File: config.mk
export PLATFORM = sky130hd
export DESIGN_NAME = touch_slider_position_core_flat
export DESIGN_NICKNAME = d
export VERILOG_FILES = /design/src/tsp_pkg.sv /design/src/tsp_sample_if.sv /design/src/tsp_result_if.sv /design/src/tsp_cfg_if.sv /design/src/tsp_div.sv /design/src/touch_slider_position_core.sv /design/src/flat_wrapper.sv
export SDC_FILE = /design/constraint.sdc
export NUM_CORES = 2
export LEC_CHECK = 0
export ABC_AREA = 1
export BUFFER_PORTS_ARGS = -buffer_cell sky130_fd_sc_hd__clkbuf_2
export CORE_ASPECT_RATIO = 0.5
export CORE_MARGIN = 3
export CORE_UTILIZATION = 40
export CTS_CLUSTER_DIAMETER = 60
export DETAILED_ROUTE_END_ITERATION = 12
export GPL_ROUTABILITY_DRIVEN = 0
export PLACE_DENSITY = 0.54
export SETUP_SLACK_MARGIN = 0.02
export SYNTH_ARGS = -nofsm -noshare
export SYNTH_HDL_FRONTEND = slang
export SYNTH_SLANG_ARGS = --single-unit
File: constraint.sdc
create_clock -name i_clk -period 9.7 [get_ports i_clk]
set_clock_uncertainty 0.2 [all_clocks]
set_input_delay 1.455 -clock i_clk [delete_from_list [all_inputs] [get_ports i_clk]]
set_output_delay 1.455 -clock i_clk [all_outputs]
set_load 0.03 [all_outputs]
File: src/tsp_pkg.sv
// Shared types and constants of the touch slider position core.
package tsp_pkg;

    localparam int DATA_W    = 16;
    localparam int IDX_W     = 4;
    localparam int CMD_W     = 1;
    localparam int PADCNT_W  = 5;
    localparam int CFG_IDX_W = 8;
    localparam int NUM_W     = 29;
    localparam int DIV_CNT_W = 5;

    localparam logic [CMD_W-1:0] CMD_MEASURE   = 1'b0;
    localparam logic [CMD_W-1:0] CMD_CALIBRATE = 1'b1;

    localparam logic [CFG_IDX_W-1:0] CFG_NUM_PADS  = 8'd0;
    localparam logic [CFG_IDX_W-1:0] CFG_THRESHOLD = 8'd1;

    localparam logic [PADCNT_W-1:0] RESET_NUM_PADS  = 5'd10;
    localparam logic [DATA_W-1:0]   RESET_THRESHOLD = 16'd50;

    localparam logic [16:0] FULL_RANGE = 17'h10000;
    localparam logic [12:0] RANGE_EXT  = 13'd6048;

    typedef struct packed {
        logic                start;
        logic [NUM_W-1:0]    dividend;
        logic [DATA_W-1:0]   divisor;
    } t_div_req;

    typedef struct packed {
        logic                done;
        logic [NUM_W-1:0]    quotient;
    } t_div_rsp;

endpackage

File: src/tsp_sample_if.sv
// Sample request channel: valid/ready with command, pad index and raw count.
interface tsp_sample_if;
    logic                              valid;
    logic                              ready;
    logic [tsp_pkg::CMD_W-1:0]         cmd;
    logic [tsp_pkg::IDX_W-1:0]         pad_index;
    logic [tsp_pkg::DATA_W-1:0]        raw_value;

    modport source (output valid, output cmd, output pad_index, output raw_value,
                    input ready);
    modport sink   (input valid, input cmd, input pad_index, input raw_value,
                    output ready);
endinterface

File: src/tsp_result_if.sv
// Result request channel: valid/ready with touch flag and slider position.
interface tsp_result_if;
    logic                              valid;
    logic                              ready;
    logic                              touched;
    logic [tsp_pkg::DATA_W-1:0]        position;

    modport source (output valid, output touched, output position, input ready);
    modport sink   (input valid, input touched, input position, output ready);
endinterface

File: src/tsp_cfg_if.sv
// Configuration write channel: valid/ready with register index and data.
interface tsp_cfg_if;
    logic                              valid;
    logic                              ready;
    logic [tsp_pkg::CFG_IDX_W-1:0]     index;
    logic [tsp_pkg::DATA_W-1:0]        data;

    modport source (output valid, output index, output data, input ready);
    modport sink   (input valid, input index, input data, output ready);
endinterface

File: src/tsp_div.sv
// Restoring serial divider, one quotient bit per cycle.
module tsp_div (
    input  logic              i_clk,
    input  logic              i_rst_n,
    input  tsp_pkg::t_div_req i_req,
    output tsp_pkg::t_div_rsp o_rsp
);
    localparam int NW = tsp_pkg::NUM_W;
    localparam int DW = tsp_pkg::DATA_W;

    logic                          r_busy;
    logic                          r_done;
    logic [tsp_pkg::DIV_CNT_W-1:0] r_cnt;
    logic [DW-1:0]                 r_rem;
    logic [NW-1:0]                 r_q;
    logic [DW-1:0]                 r_dvs;

    logic [DW:0] rem_sh;
    logic [DW:0] rem_sub;
    logic        ge;

    assign rem_sh  = {r_rem, r_q[NW-1]};
    assign rem_sub = rem_sh - {1'b0, r_dvs};
    assign ge      = rem_sh >= {1'b0, r_dvs};

    always_ff @(posedge i_clk) begin
        if (!i_rst_n) begin
            r_busy <= 1'b0;
            r_done <= 1'b0;
            r_cnt  <= '0;
        end else begin
            r_done <= 1'b0;
            if (i_req.start) begin
                r_busy <= 1'b1;
                r_cnt  <= tsp_pkg::DIV_CNT_W'(NW);
            end else if (r_busy) begin
                r_cnt <= r_cnt - 1'b1;
                if (r_cnt == tsp_pkg::DIV_CNT_W'(1)) begin
                    r_busy <= 1'b0;
                    r_done <= 1'b1;
                end
            end
        end
    end

    always_ff @(posedge i_clk) begin
        if (i_req.start) begin
            r_rem <= '0;
            r_q   <= i_req.dividend;
            r_dvs <= i_req.divisor;
        end else if (r_busy) begin
            r_rem <= ge ? rem_sub[DW-1:0] : rem_sh[DW-1:0];
            r_q   <= {r_q[NW-2:0], ge};
        end
    end

    assign o_rsp.done     = r_done;
    assign o_rsp.quotient = r_q;

endmodule

File: src/touch_slider_position_core.sv
// Touch slider position core: per-pad ambient/excess store and frame-end position search.
//
// Usage:
//   i_sample  : sample requests (cmd, pad_index, raw_value). A calibrate request stores
//               raw_value as the pad's ambient level; a measure request stores the excess
//               over ambient, floored at zero. Pads at or past MAX_PADS are dropped.
//   i_cfg     : register writes, always ready. Index 0 = pad total, 1 = touch threshold.
//   o_result  : one result (touched, position) per measure request on the last pad
//               of the frame (pad total - 1, total clamped to 2..MAX_PADS).
// Operation:
//   calibrate request: ambient write only; measure request that does not end a frame:
//   excess write in ST_EXC. Frame-end request: a pad scan through the excess memory
//   (one read per cycle), then up to two 29-step passes through the serial divider
//   (range per pad, then the neighbor ratio unless pinned or both neighbors are zero).
//   One request is worked on at a time; i_sample.ready is high only when idle.
// Reset: configuration returns to 10 pads and threshold 50, all ambient and
//   excess entries read as zero, no result pending.
// Stall: a finished result waits in the output register while new requests are taken;
//   the next frame-end result waits in its last step until that register is free.
module touch_slider_position_core #(
    parameter int MAX_PADS = 16
) (
    input  logic               i_clk,
    input  logic               i_rst_n,
    tsp_sample_if.sink         i_sample,
    tsp_cfg_if.sink            i_cfg,
    tsp_result_if.source       o_result
);
    localparam int AW = (MAX_PADS > 1) ? $clog2(MAX_PADS) : 1;
    localparam int CW = $clog2(MAX_PADS + 1);
    localparam int DW = tsp_pkg::DATA_W;
    localparam int NW = tsp_pkg::NUM_W;
    localparam int PW = AW + DW;

    localparam logic [3:0] ST_IDLE  = 4'd0;
    localparam logic [3:0] ST_EXC   = 4'd1;
    localparam logic [3:0] ST_SCAN  = 4'd2;
    localparam logic [3:0] ST_NBR_A = 4'd3;
    localparam logic [3:0] ST_NBR_B = 4'd4;
    localparam logic [3:0] ST_NBR_C = 4'd5;
    localparam logic [3:0] ST_DIV_R = 4'd6;
    localparam logic [3:0] ST_MUL   = 4'd7;
    localparam logic [3:0] ST_DIV_S = 4'd8;
    localparam logic [3:0] ST_DIV_O = 4'd9;
    localparam logic [3:0] ST_POS   = 4'd10;
    localparam logic [3:0] ST_DONE  = 4'd11;

    logic [3:0]                   r_state;
    logic [3:0]                   n_state;
    logic [tsp_pkg::PADCNT_W-1:0] r_num_pads;
    logic [DW-1:0]                r_threshold;

    // ambient and excess stores
    logic [DW-1:0]       r_amb_mem [MAX_PADS];
    logic [DW-1:0]       r_exc_mem [MAX_PADS];
    logic [MAX_PADS-1:0] r_amb_vld;
    logic [MAX_PADS-1:0] r_exc_vld;
    logic [DW-1:0]       r_amb_q;
    logic                r_amb_rv;
    logic [DW-1:0]       r_exc_q;
    logic                r_exc_rv;

    logic [AW-1:0] r_addr;
    logic [DW-1:0] r_raw;
    logic [CW-1:0] r_cnt;
    logic          r_pend;
    logic [AW-1:0] r_pidx;
    logic [DW-1:0] r_max;
    logic [AW-1:0] r_best;
    logic          r_touch;
    logic [DW-1:0] r_ea;
    logic [DW-1:0] r_large;
    logic [DW-1:0] r_small;
    logic          r_up;
    logic [DW-1:0] r_range;
    logic [NW-1:0] r_num;
    logic [DW-1:0] r_base;
    logic [DW-1:0] r_off;
    logic [DW-1:0] r_pos;

    logic          r_out_v;
    logic          r_out_touched;
    logic [DW-1:0] r_out_pos;

    logic [CW-1:0] pads_eff;
    logic          smp_acc;
    logic          smp_in_range;
    logic [AW-1:0] smp_addr;
    logic          amb_we;
    logic          exc_we;
    logic [AW-1:0] exc_ra;
    logic [DW-1:0] amb_rd;
    logic [DW-1:0] exc_rd;
    logic [DW-1:0] excess;
    logic [AW-1:0] nbr_after;
    logic [AW-1:0] nbr_before;
    logic [DW-1:0] half;
    logic [PW-1:0] base_prod;
    logic          out_load;
    logic          frame_end;

    tsp_pkg::t_div_req div_req;
    tsp_pkg::t_div_rsp div_rsp;

    tsp_div u_div (
        .i_clk   (i_clk),
        .i_rst_n (i_rst_n),
        .i_req   (div_req),
        .o_rsp   (div_rsp)
    );

    always_comb begin
        if (r_num_pads < tsp_pkg::PADCNT_W'(2)) begin
            pads_eff = CW'(2);
        end else if (int'(r_num_pads) > MAX_PADS) begin
            pads_eff = CW'(MAX_PADS);
        end else begin
            pads_eff = CW'(r_num_pads);
        end
    end

    assign i_sample.ready = (r_state == ST_IDLE);
    assign i_cfg.ready    = 1'b1;
    assign smp_acc        = i_sample.valid && i_sample.ready;
    assign smp_in_range   = int'(i_sample.pad_index) < MAX_PADS;
    assign smp_addr       = AW'(i_sample.pad_index);
    assign amb_we         = smp_acc && smp_in_range && (i_sample.cmd == tsp_pkg::CMD_CALIBRATE);
    assign exc_we         = (r_state == ST_EXC);

    assign amb_rd = r_amb_rv ? r_amb_q : '0;
    assign exc_rd = r_exc_rv ? r_exc_q : '0;
    assign excess = (r_raw > amb_rd) ? (r_raw - amb_rd) : '0;
    assign frame_end = (CW'(r_addr) + CW'(1)) == pads_eff;

    assign nbr_after  = ((CW'(r_best) + CW'(1)) == pads_eff) ? '0 : r_best + 1'b1;
    assign nbr_before = (r_best == '0) ? AW'(pads_eff - CW'(1)) : r_best - 1'b1;
    assign half       = r_range >> 1;
    assign base_prod  = PW'(r_best) * PW'(r_range);

    always_comb begin
        priority if (r_state == ST_SCAN) begin
            exc_ra = AW'(r_cnt);
        end else if (r_state == ST_NBR_A) begin
            exc_ra = nbr_after;
        end else begin
            exc_ra = nbr_before;
        end
    end

    always_comb begin
        div_req.start    = (r_state == ST_NBR_C) || (r_state == ST_DIV_S);
        div_req.dividend = (r_state == ST_NBR_C) ? NW'(tsp_pkg::FULL_RANGE) : r_num;
        div_req.divisor  = (r_state == ST_NBR_C) ? DW'(pads_eff) : r_large;
    end

    assign out_load = (r_state == ST_DONE) && (!r_out_v || o_result.ready);

    always_comb begin
        n_state = r_state;
        unique case (r_state)
            ST_IDLE: begin
                if (smp_acc && smp_in_range && (i_sample.cmd == tsp_pkg::CMD_MEASURE)) begin
                    n_state = ST_EXC;
                end
            end
            ST_EXC:   n_state = frame_end ? ST_SCAN : ST_IDLE;
            ST_SCAN:  n_state = (r_cnt < pads_eff) ? ST_SCAN : ST_NBR_A;
            ST_NBR_A: n_state = ST_NBR_B;
            ST_NBR_B: n_state = ST_NBR_C;
            ST_NBR_C: n_state = ST_DIV_R;
            ST_DIV_R: begin
                if (div_rsp.done) begin
                    n_state = ((r_best == '0) && (pads_eff > CW'(2))) ? ST_DONE : ST_MUL;
                end
            end
            ST_MUL:   n_state = (r_large == '0) ? ST_POS : ST_DIV_S;
            ST_DIV_S: n_state = ST_DIV_O;
            ST_DIV_O: n_state = div_rsp.done ? ST_POS : ST_DIV_O;
            ST_POS:   n_state = ST_DONE;
            ST_DONE:  n_state = out_load ? ST_IDLE : ST_DONE;
            default:  n_state = ST_IDLE;
        endcase
    end

    always_ff @(posedge i_clk) begin
        if (!i_rst_n) begin
            r_state     <= ST_IDLE;
            r_num_pads  <= tsp_pkg::RESET_NUM_PADS;
            r_threshold <= tsp_pkg::RESET_THRESHOLD;
            r_amb_vld   <= '0;
            r_exc_vld   <= '0;
            r_out_v     <= 1'b0;
            r_pend      <= 1'b0;
        end else begin
            r_state <= n_state;
            if (i_cfg.valid) begin
                if (i_cfg.index == tsp_pkg::CFG_NUM_PADS) begin
                    r_num_pads <= i_cfg.data[tsp_pkg::PADCNT_W-1:0];
                end else if (i_cfg.index == tsp_pkg::CFG_THRESHOLD) begin
                    r_threshold <= i_cfg.data;
                end
            end
            if (amb_we) begin
                r_amb_vld[smp_addr] <= 1'b1;
            end
            if (exc_we) begin
                r_exc_vld[r_addr] <= 1'b1;
            end
            if (out_load) begin
                r_out_v <= 1'b1;
            end else if (o_result.ready) begin
                r_out_v <= 1'b0;
            end
            if (r_state == ST_SCAN && r_cnt < pads_eff) begin
                r_pend <= 1'b1;
            end else begin
                r_pend <= 1'b0;
            end
        end
    end

    // memories: one write and one registered read per cycle each
    always_ff @(posedge i_clk) begin
        if (amb_we) begin
            r_amb_mem[smp_addr] <= i_sample.raw_value;
        end
        r_amb_q  <= r_amb_mem[smp_addr];
        r_amb_rv <= r_amb_vld[smp_addr];
    end

    always_ff @(posedge i_clk) begin
        if (exc_we) begin
            r_exc_mem[r_addr] <= excess;
        end
        r_exc_q  <= r_exc_mem[exc_ra];
        r_exc_rv <= r_exc_vld[exc_ra];
    end

    always_ff @(posedge i_clk) begin
        if (smp_acc) begin
            r_addr <= smp_addr;
            r_raw  <= i_sample.raw_value;
        end
        unique case (r_state)
            ST_EXC: begin
                r_cnt   <= '0;
                r_touch <= 1'b0;
                r_max   <= '0;
                r_best  <= '0;
            end
            ST_SCAN: begin
                if (r_pend) begin
                    if (exc_rd > r_threshold) begin
                        r_touch <= 1'b1;
                    end
                    if ((r_pidx == '0) || (exc_rd > r_max)) begin
                        r_max  <= exc_rd;
                        r_best <= r_pidx;
                    end
                end
                if (r_cnt < pads_eff) begin
                    r_pidx <= AW'(r_cnt);
                    r_cnt  <= r_cnt + 1'b1;
                end
            end
            ST_NBR_B: r_ea <= exc_rd;
            ST_NBR_C: begin
                if (r_ea > exc_rd) begin
                    r_large <= r_ea;
                    r_small <= exc_rd;
                    r_up    <= 1'b1;
                end else begin
                    r_large <= exc_rd;
                    r_small <= r_ea;
                    r_up    <= 1'b0;
                end
            end
            ST_DIV_R: begin
                if (div_rsp.done) begin
                    r_range <= div_rsp.quotient[DW-1:0] + 1'b1;
                    r_pos   <= '0;
                end
            end
            ST_MUL: begin
                r_num  <= NW'(r_large - r_small) * NW'(tsp_pkg::RANGE_EXT);
                r_base <= base_prod[DW-1:0];
                r_off  <= '0;
            end
            ST_DIV_O: begin
                if (div_rsp.done) begin
                    r_off <= (div_rsp.quotient > NW'(half)) ? half
                                                            : div_rsp.quotient[DW-1:0];
                end
            end
            ST_POS: r_pos <= r_up ? (r_base + r_off) : (r_base - r_off);
            default: begin
            end
        endcase
        if (out_load) begin
            r_out_touched <= r_touch;
            r_out_pos     <= r_touch ? r_pos : '0;
        end
    end

    assign o_result.valid    = r_out_v;
    assign o_result.touched  = r_out_touched;
    assign o_result.position = r_out_pos;

endmodule

File: src/flat_wrapper.sv
// flat-port wrapper written by rule: the top's interface ports become plain ports
module touch_slider_position_core_flat 
#(
    parameter int MAX_PADS = 16
)
  (i_clk, i_rst_n, i_sample_valid, i_sample_cmd, i_sample_pad_index, i_sample_raw_value, i_sample_ready, i_cfg_valid, i_cfg_index, i_cfg_data, i_cfg_ready, o_result_valid, o_result_touched, o_result_position, o_result_ready);
  tsp_sample_if i_sample_i ();
  tsp_cfg_if i_cfg_i ();
  tsp_result_if o_result_i ();
  input  logic i_clk;
  input  logic i_rst_n;
  input wire logic [$bits(i_sample_i.valid)-1:0] i_sample_valid;
  input wire logic [$bits(i_sample_i.cmd)-1:0] i_sample_cmd;
  input wire logic [$bits(i_sample_i.pad_index)-1:0] i_sample_pad_index;
  input wire logic [$bits(i_sample_i.raw_value)-1:0] i_sample_raw_value;
  output wire logic [$bits(i_sample_i.ready)-1:0] i_sample_ready;
  input wire logic [$bits(i_cfg_i.valid)-1:0] i_cfg_valid;
  input wire logic [$bits(i_cfg_i.index)-1:0] i_cfg_index;
  input wire logic [$bits(i_cfg_i.data)-1:0] i_cfg_data;
  output wire logic [$bits(i_cfg_i.ready)-1:0] i_cfg_ready;
  output wire logic [$bits(o_result_i.valid)-1:0] o_result_valid;
  output wire logic [$bits(o_result_i.touched)-1:0] o_result_touched;
  output wire logic [$bits(o_result_i.position)-1:0] o_result_position;
  input wire logic [$bits(o_result_i.ready)-1:0] o_result_ready;
  assign i_sample_i.valid = i_sample_valid;
  assign i_sample_i.cmd = i_sample_cmd;
  assign i_sample_i.pad_index = i_sample_pad_index;
  assign i_sample_i.raw_value = i_sample_raw_value;
  assign i_sample_ready = i_sample_i.ready;
  assign i_cfg_i.valid = i_cfg_valid;
  assign i_cfg_i.index = i_cfg_index;
  assign i_cfg_i.data = i_cfg_data;
  assign i_cfg_ready = i_cfg_i.ready;
  assign o_result_valid = o_result_i.valid;
  assign o_result_touched = o_result_i.touched;
  assign o_result_position = o_result_i.position;
  assign o_result_i.ready = o_result_ready;
  touch_slider_position_core #(.MAX_PADS(MAX_PADS)) u_core (.i_clk(i_clk), .i_rst_n(i_rst_n), .i_sample(i_sample_i), .i_cfg(i_cfg_i), .o_result(o_result_i));
endmodule
==> metrics.md <==
| Metric | Value |
|---|---|
| Layout cells sized above 1 | 7.480% |
| Min cycle time layout | about 6.8 ns |
| P per Cell Area | approximately 170 nW/µm² |
| #FFs+latches synth | approximately 880 |
| Met3 WL | between 5 and 6 mm |
| Worst hold path endpoint | u_core.r_threshold[9]$_SDFFE_PN0P_ |
| Total track usage | between 10% and 20% |
| CTS Buf Count | 84 |
| Worst setup EP type | flop |
| Cts hold-fix bufs | 0 |
| Share of flip-flops with an asynchronous set or reset | 0% |
| R2r endpoint | u_core.r_num[28]$_DFFE_PP_ |
| Post-route DRC | 0 |
| Worst Tran Pin Value | 1.271 ns |
| Max Clk Rate | 147.2 MHz |
| Synthesized Nets | around 4700 |
| Antenna Nets Post-Route | 0 |
| Final Util | between 40% and 50% |
| Primary FF master, synth | edfxtp_1 |
| Routed wl met2 | between 50 and 60 mm |
| Leak | around 20 nW |
| Starting Density | between 40% and 50% |
| Worst vdd rail ir drop | 0.1400 mV |
| Run status | finished, final reports clean |
| Clock buffer depth | 3 |
| Worst-Skew Late Latency | approximately 0.7 ns |
| Yosys top cell area share | 51.52% |
| Synth cell types | between 50 and 60 |
| Drt first-iter violations | 2307 |
| Crit path launch type | flop |
| Synth area leader | edfxtp_1 |
| Number of synthesized flops with an enable pin | around 760 |
| Required time of the critical path | 9.92 ns |
| Max FO, Critical Path | 6 |
| R2R setup slack | 2.91 ns |
| Synth-to-layout area growth | 10.80% |
| Antenna violations before repair | 4 |
| CTS tree | built |
| Start of the worst register-to-register path | u_core.r_small[0]$_DFFE_PP_ |
| DRT Wirelength | about 110 mm |
| CTS resizes | 0 |
| Number of setup buffers added after CTS | 0 |
| DR pass1 iterations | 5 |
| Clk sinks | 877 |
| Slew margin rel. | ~15% |
| Die span in x | 476.9 µm |
| WL met1 | approximately 50 mm |
| Root buf cell | clkbuf_16 |
| Final setup viols | 0 |
| Vias | between 30000 and 40000 |
| Number of global-route vias before repair | approximately 29000 |
| Final hold violations | 0 |
| DP HPWL | roughly 70 mm |
| # rows | 85 |
| IO buf count | 68 |
| R2R depth | 25 |
| # diodes | 0 |
| Hold path depth | 2 |
| Total Die Area | approximately 120000 µm² |
| Synth area leaders | edfxtp_1 52%, nand2_1 6.5%, ha_1 6.3% |
| Height of the die | ~240 µm |
| Slew Limit Fails | 0 |
| Cell Area, Placed | between 40000 and 50000 µm² |
| Number of instances in the placed design | slightly below 6000 |
| Critical path class | reg -> reg |
| Syn_area_per_cell | approximately 10 µm² |
| Setup TNS | 0 ns |
| CP arrival | ~7.0 ns |
| IO Count | 70 |
| Clk pin slew, worst setup/hold paths | approximately 0.070 ns |
| Hold_sp | u_core.r_threshold[9]$_SDFFE_PN0P_ |
| Final #Nets | between 4000 and 5000 |
| CTS H-tree lvls | 3 |
| Register area share after synthesis | between 50% and 60% |
| GRT overflow | 0 |
| Design area | about 49000 µm² |
| Final clock period utilization by the worst path | 70.05% |
| Post-Syn Area | between 40000 and 50000 µm² |
| Core Region | between 100000 and 150000 µm² |
| Max Cap Violations | 0 |
| Largest net degree at the start of global routing | roughly 110 |
| Via/cell ratio | 5.104 |
| RSZ-0062 raised after global routing | false |
| Highest metal used | met5 |
| Min-Delay Path Class | reg -> reg |
| Syn Inst Count | around 4300 |
| DR WL/cell | 18.59 µm |
| Global-route wire length before repair | 171.5 mm |
| Yosys warning count | 0 |
| Post-Layout Cell Count | around 6000 |
layout by cell type, fill, tap and decap left out, drive strengths merged, types with 3 or more instances in the layout:
master and n:
nor3 37, a21o 8, xnor2 32, a221oi 3, a21oi 244, nor2 302, o221ai 3, o21ai 136
ha 224, a31oi 11, o21a 8, nor4 6, a22oi 137, fa 87, dfxtp 116, nand2 775
o211ai 11, a22o 3, inv 659, o21bai 7, or4 18, edfxtp 761, o22ai 3, bufinv 3
buf 69, or2 6, xor2 79, nand3b 36, clkbuf 181, nand3 405, o31ai 3, clkinv 38
nand4 18, a211oi 7
state kept, by name, summed over array words and instances (netlist names), 24 cells and up:
| name | count |
|---|---|
| u_core.r_amb_mem | 256 |
| u_core.r_exc_mem | 256 |
| u_core.r_num | 24 |
| u_core.u_div.r_q | 29 |
metal layers:
layer | vias up | global-route usage (%)
met3 | 151 | 2.783
met1 | 14630 | 25.88
met2 | 688 | 32.39
met5 | - | 0
met4 | 6 | 5.058
li1 | 14790 | -
how the worst max path moves through the flow:
stage	from	to	slack [ns]
after floorplan	u_core.r_small[0]$_DFFE_PP_	u_core.r_num[26]$_DFFE_PP_	3.66
after global placement	u_core.r_large[0]$_DFFE_PP_	u_core.r_num[28]$_DFFE_PP_	3.01
after detailed placement	u_core.r_large[0]$_DFFE_PP_	u_core.r_num[28]$_DFFE_PP_	2.98
after CTS	u_core.r_large[0]$_DFFE_PP_	u_core.r_num[28]$_DFFE_PP_	2.92
after global routing	u_core.r_large[0]$_DFFE_PP_	u_core.r_num[28]$_DFFE_PP_	2.50
final	u_core.r_small[0]$_DFFE_PP_	u_core.r_num[28]$_DFFE_PP_	2.91
area by class of cell:
class | count | area [µm²]
timing repair buffer | 137 | 858.3
inverter | 658 | 2475
multi-input combinational | 2625 | 16140
tap | 1479 | 1851
clock inverter | 42 | 360.3
fill | 10210 | 59650
clock buffer | 113 | 2283
sequential | 877 | 25170
cells in the mapped netlist (4+ instances only):
cell type,n
nand4_1,18
xor2_1,79
buf_4,9
buf_1,19
nor2_1,298
or4_1,18
buf_2,43
o21ai_1,15
nand2_2,7
a31oi_1,11
nor2_2,4
a21oi_1,242
edfxtp_1,761
o21ai_0,119
buf_6,7
xnor2_1,32
o21a_1,8
dfxtp_1,116
nand3_1,405
o21bai_1,7
a21o_1,8
ha_1,224
nand3b_1,36
o211ai_1,11
clkbuf_1,80
a211oi_1,7
inv_1,641
nor4_1,6
nor3_1,37
or2_2,6
inv_2,15
nand2_1,768
fa_1,87
a22oi_1,136
report_power, final:
group	leakage, nW	switching (mW)	internal [mW]
Clock	1.29	1.47	1.75
Combinational	11.2	0.503	0.225
Sequential	7.85	0.0396	4.20
cell families (layout without fill, tap and decap cells):
group,Yosys count,after routing,share of synthesized area [%]
simple gates,1606,1606,15.54
flops,877,877,56.75
buf+inv,816,950,7.221
compound gates,595,595,8.028
fa+ha+maj,311,311,10.25
xor+xnor,111,111,2.192
other cells,2,2,0.01693
worst max-delay path, cell delays in order, from the launching register on:
cell	delay, ns
edfxtp_1	0.37
ha_1	0.23
fa_1	0.41
inv_1	0.07
nand3_1	0.06
nand2_1	0.11
a21oi_1	0.10
o21ai_1	0.33
a21o_1	0.20
xor2_1	0.47
inv_1	0.16
fa_1	0.51
inv_1	0.05
fa_1	0.46
fa_1	0.54
inv_1	0.05
fa_1	0.52
inv_1	0.04
ha_1	0.35
nand2_1	0.11
nor2_1	0.20
nand2_1	0.09
o311ai_0	0.66
inv_1	0.09
nand2_1	0.09
nand2_1	0.04
per-stage QoR:
stage	worst slack [ns]	hold WS [ns]	power (mW)
finish	2.906	0.2594	8.187
global route	2.504	0.2758	8.524
CTS	2.925	0.2645	8.274
detailed placement	2.983	0.2509	5.045
global placement	3.010	0.2421	5.033
floorplan	3.664	0.2244	4.799
(Power assumes the default switching activity.)
